### src/rtl/sfr_pkg.sv
// ----------------------------------------------------------------------------
// sfr_pkg: shared types and constants for the stream find/replace block
// Window geometry, register codes, the cell control bundle and the record
// that carries the result bytes of one input transfer to the output side.
// ----------------------------------------------------------------------------
package sfr_pkg;

	localparam int PATTERN_MAX = 8;
	localparam int REPLACE_MAX = 8;
	localparam int SEQ_MAX     = (PATTERN_MAX > REPLACE_MAX) ? PATTERN_MAX : REPLACE_MAX;
	localparam int REC_LEN     = SEQ_MAX + 1;
	localparam int FILL_W      = $clog2(PATTERN_MAX + 1);
	localparam int LEN_W       = 4;
	localparam int CNT_W       = $clog2(REC_LEN + 1);
	localparam int IDX_W       = 2;

	typedef enum logic [IDX_W-1:0] {
		REG_PATTERN_BYTES  = 2'd0,
		REG_PATTERN_LEN    = 2'd1,
		REG_REPLACE_BYTES  = 2'd2,
		REG_REPLACE_LEN    = 2'd3
	} reg_idx_t;

	// per-transfer control shared by all window cells
	typedef struct packed {
		logic en;    // input transfer this cycle
		logic pre;   // oldest byte leaves before the new byte enters
		logic post;  // oldest byte leaves after the compare
	} cell_ctl_t;

	// result bytes caused by one input transfer, oldest first
	typedef struct packed {
		logic [REC_LEN-1:0][7:0] bytes;
		logic [CNT_W-1:0]        cnt;
		logic                    bare;
		logic                    last;
	} rec_t;

endpackage

### src/rtl/stream_find_replace.sv
// ----------------------------------------------------------------------------
// stream_find_replace: streaming byte find-and-replace
// Replaces each leftmost, non-overlapping occurrence of a configured
// pattern in a byte stream by a configured replacement.
// ----------------------------------------------------------------------------
// Usage:
//  - cfg channel (cfg_valid/cfg_ready, cfg_index, cfg_data) writes pattern
//    bytes, pattern length, replacement bytes and replacement length. Write
//    only while the block is idle. cfg_ready is always high.
//  - Input channel (in_valid/in_ready) takes one byte per transfer, with
//    in_last marking the end of a stream, which flushes the window.
//  - Result channel (res_valid/res_ready) gives out_byte/out_valid/out_last;
//    out_valid low marks a bare end marker, out_last the final result.
//  - Each input transfer causes 0 to 9 result transfers. They are first
//    visible once the record has been registered in the record buffer and
//    has then moved into the output serializer.
//  - Throughput: one input byte per cycle as long as each byte causes at
//    most one result and the receiver takes each result; a match with a
//    long replacement or a flush holds the input until the output
//    serializer frees up; it sends one result transfer per cycle while res_ready is high.
//  - When the receiver stalls, one more input transfer that has results is
//    still taken into the record buffer; then in_ready drops until the serializer frees up.
//  - Reset clears the registers, empties the window and drops any pending
//    results.
// ----------------------------------------------------------------------------
module stream_find_replace
	import sfr_pkg::*;
(
	input  logic                   clk,
	input  logic                   arst_n,
	// configuration
	input  logic                   cfg_valid,
	output logic                   cfg_ready,
	input  logic [IDX_W-1:0]       cfg_index,
	input  logic [8*SEQ_MAX-1:0]   cfg_data,
	// input stream
	input  logic                   in_valid,
	output logic                   in_ready,
	input  logic [7:0]             in_byte,
	input  logic                   in_last,
	// result stream
	output logic                   res_valid,
	input  logic                   res_ready,
	output logic [7:0]             out_byte,
	output logic                   out_valid,
	output logic                   out_last
);

	// configuration registers
	logic [8*PATTERN_MAX-1:0] pat_q;
	logic [LEN_W-1:0]         plen_q;
	logic [8*REPLACE_MAX-1:0] repl_q;
	logic [LEN_W-1:0]         rlen_q;

	// window state
	logic [FILL_W-1:0]        fill_q;
	logic [PATTERN_MAX-1:0][7:0] wq;   // stored window bytes
	logic [PATTERN_MAX-1:0][7:0] ww;   // window after pop and append
	logic [PATTERN_MAX-1:0]   eq;
	logic [PATTERN_MAX-1:0]   take;
	logic [PATTERN_MAX-1:0]   mask;

	logic [FILL_W-1:0] plen_e, f1, f2, fill_nx;
	logic [LEN_W-1:0]  rlen_e;
	logic              accept, match, push, push_ready;
	logic [CNT_W-1:0]  cnt_a;
	logic [SEQ_MAX-1:0][7:0] seq_a;
	cell_ctl_t         ctl;
	rec_t              rec;

	assign cfg_ready = 1'b1;

	always_ff @(posedge clk or negedge arst_n) begin
		if (!arst_n) begin
			pat_q  <= '0;
			plen_q <= '0;
			repl_q <= '0;
			rlen_q <= '0;
		end else if (cfg_valid) begin
			unique case (reg_idx_t'(cfg_index))
				REG_PATTERN_BYTES: pat_q  <= cfg_data[8*PATTERN_MAX-1:0];
				REG_PATTERN_LEN:   plen_q <= cfg_data[LEN_W-1:0];
				REG_REPLACE_BYTES: repl_q <= cfg_data[8*REPLACE_MAX-1:0];
				REG_REPLACE_LEN:   rlen_q <= cfg_data[LEN_W-1:0];
				default: ;
			endcase
		end
	end

	// lengths above the window size count as the window size
	assign plen_e = (plen_q > LEN_W'(PATTERN_MAX)) ? FILL_W'(PATTERN_MAX) : FILL_W'(plen_q);
	assign rlen_e = (rlen_q > LEN_W'(REPLACE_MAX)) ? LEN_W'(REPLACE_MAX) : rlen_q;

	assign accept = in_valid && in_ready;

	// early pop: window already at pattern length before the new byte
	assign ctl.pre = (fill_q != '0) && (fill_q >= plen_e);
	assign f1      = fill_q - FILL_W'(ctl.pre);
	assign f2      = f1 + FILL_W'(1);
	assign ctl.en  = accept;

	always_comb begin
		for (int i = 0; i < PATTERN_MAX; i++) begin
			take[i] = (f1 == FILL_W'(i));
			mask[i] = (FILL_W'(i) < plen_e);
		end
	end

	assign match    = (plen_e != '0) && (f2 == plen_e) && (&(eq | ~mask));
	assign ctl.post = !match && (f2 >= plen_e);

	// row of window cells, each shifting toward position 0
	for (genvar i = 0; i < PATTERN_MAX; i++) begin : g_cell
		logic [7:0] rq, rw;
		if (i == PATTERN_MAX - 1) begin : g_end
			assign rq = 8'h00;
			assign rw = 8'h00;
		end else begin : g_mid
			assign rq = wq[i+1];
			assign rw = ww[i+1];
		end
		sfr_cell u_cell (
			.clk      (clk),
			.ctl      (ctl),
			.take     (take[i]),
			.in_byte  (in_byte),
			.right_q  (rq),
			.right_w  (rw),
			.pat_byte (pat_q[8*i +: 8]),
			.byte_q   (wq[i]),
			.byte_w   (ww[i]),
			.eq       (eq[i])
		);
	end

	// fill count: a match or end of stream empties the window
	always_comb begin
		if (match || in_last) begin
			fill_nx = '0;
		end else if (ctl.post) begin
			fill_nx = f2 - FILL_W'(1);
		end else begin
			fill_nx = f2;
		end
	end

	always_ff @(posedge clk or negedge arst_n) begin
		if (!arst_n) begin
			fill_q <= '0;
		end else if (accept) begin
			fill_q <= fill_nx;
		end
	end

	// bytes following the early pop: replacement on a match, else the
	// window (whole window on a flush, its oldest byte otherwise)
	always_comb begin
		for (int k = 0; k < SEQ_MAX; k++) begin
			seq_a[k] = 8'h00;
			if (match) begin
				if (k < REPLACE_MAX) seq_a[k] = repl_q[8*k +: 8];
			end else begin
				if (k < PATTERN_MAX) seq_a[k] = ww[k];
			end
		end
		if (match) begin
			cnt_a = CNT_W'(rlen_e);
		end else if (in_last) begin
			cnt_a = CNT_W'(f2);
		end else begin
			cnt_a = CNT_W'(ctl.post);
		end
	end

	// assemble the record; early-popped byte goes first
	always_comb begin
		rec.bytes[0] = ctl.pre ? wq[0] : seq_a[0];
		for (int k = 1; k < REC_LEN; k++) begin
			if (ctl.pre) begin
				rec.bytes[k] = seq_a[k-1];
			end else if (k < SEQ_MAX) begin
				rec.bytes[k] = seq_a[k];
			end else begin
				rec.bytes[k] = 8'h00;
			end
		end
		rec.cnt  = cnt_a + CNT_W'(ctl.pre);
		rec.bare = 1'b0;
		rec.last = in_last;
		// end of stream with nothing to send: bare end marker
		if (in_last && (rec.cnt == '0)) begin
			rec.cnt  = CNT_W'(1);
			rec.bare = 1'b1;
		end
	end

	assign in_ready = push_ready;
	assign push     = accept && (rec.cnt != '0);

	sfr_emit u_emit (
		.clk        (clk),
		.arst_n     (arst_n),
		.push       (push),
		.rec        (rec),
		.push_ready (push_ready),
		.res_valid  (res_valid),
		.res_ready  (res_ready),
		.out_byte   (out_byte),
		.out_valid  (out_valid),
		.out_last   (out_last)
	);

endmodule

### src/rtl/sfr_cell.sv
// ----------------------------------------------------------------------------
// sfr_cell: one byte position of the search window
// Holds a window byte, takes the new byte or its neighbor's byte, and
// compares the updated byte against its pattern byte.
// ----------------------------------------------------------------------------
module sfr_cell
	import sfr_pkg::*;
(
	input  logic      clk,
	input  cell_ctl_t ctl,
	input  logic      take,
	input  logic [7:0] in_byte,
	input  logic [7:0] right_q,
	input  logic [7:0] right_w,
	input  logic [7:0] pat_byte,
	output logic [7:0] byte_q,
	output logic [7:0] byte_w,
	output logic      eq
);

	// window after the early pop and the append
	assign byte_w = take ? in_byte : (ctl.pre ? right_q : byte_q);
	assign eq     = (byte_w == pat_byte);

	always_ff @(posedge clk) begin
		if (ctl.en) begin
			byte_q <= ctl.post ? right_w : byte_w;
		end
	end

endmodule

### src/rtl/sfr_emit.sv
// ----------------------------------------------------------------------------
// sfr_emit: record buffer and output serializer
// A one-entry buffer decouples input from output; the serializer shifts
// the current record out one result transfer at a time.
// ----------------------------------------------------------------------------
module sfr_emit
	import sfr_pkg::*;
(
	input  logic       clk,
	input  logic       arst_n,
	input  logic       push,
	input  rec_t       rec,
	output logic       push_ready,
	output logic       res_valid,
	input  logic       res_ready,
	output logic [7:0] out_byte,
	output logic       out_valid,
	output logic       out_last
);

	rec_t                    buf_q;
	logic                    buf_full_q;
	logic [REC_LEN-1:0][7:0] sb_q;
	logic [CNT_W-1:0]        scnt_q;
	logic                    sbare_q;
	logic                    slast_q;

	logic busy, ser_free, move;

	assign busy       = (scnt_q != '0);
	assign ser_free   = !busy || ((scnt_q == CNT_W'(1)) && res_ready);
	assign move       = buf_full_q && ser_free;
	assign push_ready = !buf_full_q || move;

	assign res_valid = busy;
	assign out_byte  = sbare_q ? 8'h00 : sb_q[0];
	assign out_valid = !sbare_q;
	assign out_last  = slast_q && (scnt_q == CNT_W'(1));

	always_ff @(posedge clk or negedge arst_n) begin
		if (!arst_n) begin
			buf_full_q <= 1'b0;
			scnt_q     <= '0;
		end else begin
			if (push) begin
				buf_full_q <= 1'b1;
			end else if (move) begin
				buf_full_q <= 1'b0;
			end
			if (move) begin
				scnt_q <= buf_q.cnt;
			end else if (busy && res_ready) begin
				scnt_q <= scnt_q - CNT_W'(1);
			end
		end
	end

	// payload, no reset
	always_ff @(posedge clk) begin
		if (push) begin
			buf_q <= rec;
		end
		if (move) begin
			sb_q    <= buf_q.bytes;
			sbare_q <= buf_q.bare;
			slast_q <= buf_q.last;
		end else if (busy && res_ready) begin
			for (int k = 0; k < REC_LEN - 1; k++) begin
				sb_q[k] <= sb_q[k+1];
			end
			sb_q[REC_LEN-1] <= 8'h00;
		end
	end

endmodule
### config.mk
export PLATFORM = sky130hd
export DESIGN_NAME = stream_find_replace
export DESIGN_NICKNAME = d
export VERILOG_FILES = /design/src/rtl/sfr_pkg.sv /design/src/rtl/stream_find_replace.sv /design/src/rtl/sfr_cell.sv /design/src/rtl/sfr_emit.sv
export SDC_FILE = /design/constraint.sdc
export NUM_CORES = 1
export LEC_CHECK = 0
export BUFFER_PORTS_ARGS = -buffer_cell sky130_fd_sc_hd__buf_2
export CORE_MARGIN = 2
export CORE_UTILIZATION = 55
export DETAILED_ROUTE_END_ITERATION = 16
export GPL_TIMING_DRIVEN = 0
export PLACE_DENSITY = 0.73
export SETUP_SLACK_MARGIN = 0.5
export SLEW_MARGIN = 20
export SYNTH_ARGS = -nofsm -noshare
export SYNTH_HDL_FRONTEND = slang
export SYNTH_SLANG_ARGS = --single-unit
export TNS_END_PERCENT = 50
### constraint.sdc
create_clock -name clk -period 12.3 [get_ports clk]
set_input_delay 1.845 -clock clk [delete_from_list [all_inputs] [get_ports clk]]
set_output_delay 1.845 -clock clk [all_outputs]
set_load 0.1 [all_outputs]
==> out/qor.yml <==
run_status: "finished clean"
tritoncts.num_buffers: 40
antenna_cells: 0
gpl_congestion: 0.998
synthMuxAreaShare_pct: 16.5
compound_gate_portion_of_the_synthesized_area_pct: 11.0
die_outline_area_um2: 36700
initial_antenna_violation_count: 2
maxCapViolations: 0
synth.ff_latch_count: 361
final_nets: 1976
drc: 0
yosys.area_share.simple_pct: 12.5
finalCritPeriodShare_pct: 89.0
grt_pass1_wl_um: 90100
multi_input_gate_area_in_the_final_layout_um2: 8610
r2r-start: "fill_q[0]"
critPathArrivalTime_ns: 11.19
clock-sinks: 361
syn-mean-instance-area_um2: 11.1
ys_warn_count: 0
report.final.setup_viol: 0
max_slew_margin_pct: 28.7
worst_pin_slew_ns: 1.07
timing.hold.worst_path_depth: 0
grt_max_degree: 102
post_detailed_placement_half_perimeter_wirelength_um: 45600
flop_to_flop_setup_slack_ns: 1.35
hold-path-endpoint: "u_emit.sbare_q"
synth_seq_area_share_pct: 52.2
postRouteAntennaNets: 0
post_synth_fa_ha_maj_area_fraction_pct: 1.29
floorplan.initialDensity_pct: 56.0
maxClockFrequency_mhz: 91.4
cpMaxStageDelayCell: "nor3b_2"
ys.flop_type: "edfxtp_1"
final.setup_skew_ns: 0.0202
drt_pre_antenna_iters: 6
timing.final.hold_violations: 0
clockRootBuffer: "clkbuf_16"
rsz0062_at_grt: "no"
synth.cell_area_um2: 19400
dpl-instance-area_um2: 20600
ctsLongestPathBuffers: 3
synthToLayoutAreaGrowth_pct: 12.9
ff_latch_area_um2: 10100
top_level_ports: 93
hold_start: "u_emit.buf_q[1]"
globalRouteOverflowTotal: 0
r2r_end: "u_emit.buf_q[65]"
path_clk_slew_ns: 0.07
worstHoldPathType: "reg -> reg"
grt_pass1_vias: 14600
cts_post_setup_buffers_inserted: 0
synth_edf_count: 216
placement.io_buffers: 86
cts_repair_resize_count: 0
drt_first_iter_violations: 1649
post_layout_min_period_ns: 10.95
startpoint_types: "flip-flop"
drt-total-wl_um: 61300
route.vias.total: 15300
critPathRequiredTime_ns: 12.54
placeableCoreArea_um2: 34600
dieWidth_um: 192
synth_xor_xnor_area_share_pct: 2.94
ys_types: 76
cts.hold.buffers_added: 0
dominant_combinational_cell_family_by_area_after_synthesis: "multiplexers"
clock_tree.htree_level_count: 2
slew_viol_final: 0
final_layout_size_suffix_gt1_share_pct: 19.0
end_kind: "flip-flop"
post_drt_via_cell_ratio: 6.46
final_design_area_no_fill_um2: 21900
layout_commonest_cell: "nand2_1"
grtUsageTotal_pct: 33.5
crit_path_max_fanout: 26
wire_per_inst_um: 26.0
worstRegToRegCells: 38
worst-setup-path-type: "reg -> reg"
final_util_pct: 63.2
mappedNetlistNets: 1838
cpPeakStageDelay_ns: 0.68
placementRows: 68
path_common_cell: "ha_1"
fill_cells: 2718
chipHeight_um: 192
worst_skew_pair.late_latency_ns: 0.55
layout_common_cells: "264 x nand2_1, 216 x edfxtp_1, 152 x mux2_2"
tritoncts: "done"
netlist_instances: 1738
synth_async_sr_flop_share_pct: 40.2
-- through the flow --
step / setup TNS (ns) / hold WS, ns / worst slack, ns / std cells
floorplan: 0 / 0.400 / 1.74 / 1738
global placement: -188.06 / 0.401 / -2.42 / 2279
detailed placement: 0 / 0.410 / 1.77 / 2289
CTS: 0 / 0.424 / 1.70 / 2360
global route: 0 / 0.424 / 0.634 / 2360
finish: 0 / 0.423 / 1.35 / 2360
-- how the worst max path moves through the flow --
stage          startpoint                to  slack [ns]  cells after the start
2_1_floorplan   fill_q[0]   u_emit.buf_q[0]        1.74                     33
4_1_cts         fill_q[0]  u_emit.buf_q[30]        1.70                     38
5_1_grt         fill_q[0]  u_emit.buf_q[61]        0.63                     38
6_report        fill_q[0]  u_emit.buf_q[65]        1.35                     38
3_5_place_dp    fill_q[0]  u_emit.buf_q[62]        1.77                     38
3_3_place_gp    fill_q[0]  u_emit.buf_q[77]       -2.42                     33
-- final cells by class --
type	instances	share of cell area, %
Clock inverter	15	0.595
Sequential cell	361	46.2
Inverter	29	0.520
Buffer	132	2.58
Timing Repair Buffer	96	2.82
Multi-Input combinational cell	1216	39.3
Clock buffer	56	5.32
Tap cell	455	2.60
-- logic make-up (layout without fill, tap and decap cells) --
group	Yosys count	in the layout
and+or+nand+nor	534	534
DFF	361	361
muxes	300	300
AOI/OAI and AO/OA	296	296
buffers and inverters	161	328
xor gates and xnor gates	65	65
adders and majority gates	20	20
other	1	1
-- critical path, delay by kind of cell, from the launching register on --
family | cells | cell delay (ns)
AO/OA/AOI/OAI | 3 | 0.52
XOR/XNOR | 3 | 0.80
adder cells (fa/ha/maj) | 6 | 1.80
buffers and inverters | 12 | 3.37
flip-flops | 1 | 0.40
multiplexers | 1 | 0.34
AND/OR/NAND/NOR | 13 | 3.35
-- metal layers --
layer	share of wire, %	GRT usage, %
met1	40	46.8
met2	45	52.2
met3	11	6.63
met4	3.8	11.9
met5	0	0
-- synth_stat cells, types with 5 or more instances --
master     number  share of area (%)
nand2_1       264                5.1
edfxtp_1      216                 33
mux2_2        153                8.9
dfrtp_1       145                 19
mux2i_1       141                7.3
clkbuf_1       95                1.8
nor2_1         86                1.7
nand3_1        79                2.0
a21oi_1        67                1.7
xnor2_1        41                1.9
a32oi_1        38                1.7
o211ai_1       37                1.4
o21ai_0        36               0.93
o41a_1         36                2.1
inv_1          27               0.52
xor2_1         24                1.1
buf_2          23               0.59
o21ai_1        22               0.57
ha_1           20                1.3
nand4_1        17               0.55
and3_1         15               0.48
nor2b_1        14               0.45
a31oi_1        13               0.42
nor3_1         10               0.26
nand2b_1        8               0.26
a22oi_1         7               0.27
nor4_1          7               0.23
buf_1           6               0.12
or2_2           6               0.19
buf_4           5               0.19
mux2_1          5               0.29
o2bb2ai_1       5               0.23
-- state kept, by name (all words and copies together) (netlist names) --
signal and flops:
u_emit.scnt_q 4, pat_q 64, u_emit.sbare_q 1, plen_q 4, repl_q 64, fill_q 4
u_emit.sb_q 72, u_emit.slast_q 1, g_cell.u_cell.byte_q 64, rlen_q 4, u_emit.buf_full_q 1, u_emit.buf_q 78
Power is left out: the tool's default activity adds up to more than one toggle a clock period on the data nets, which glitch-free logic cannot reach.
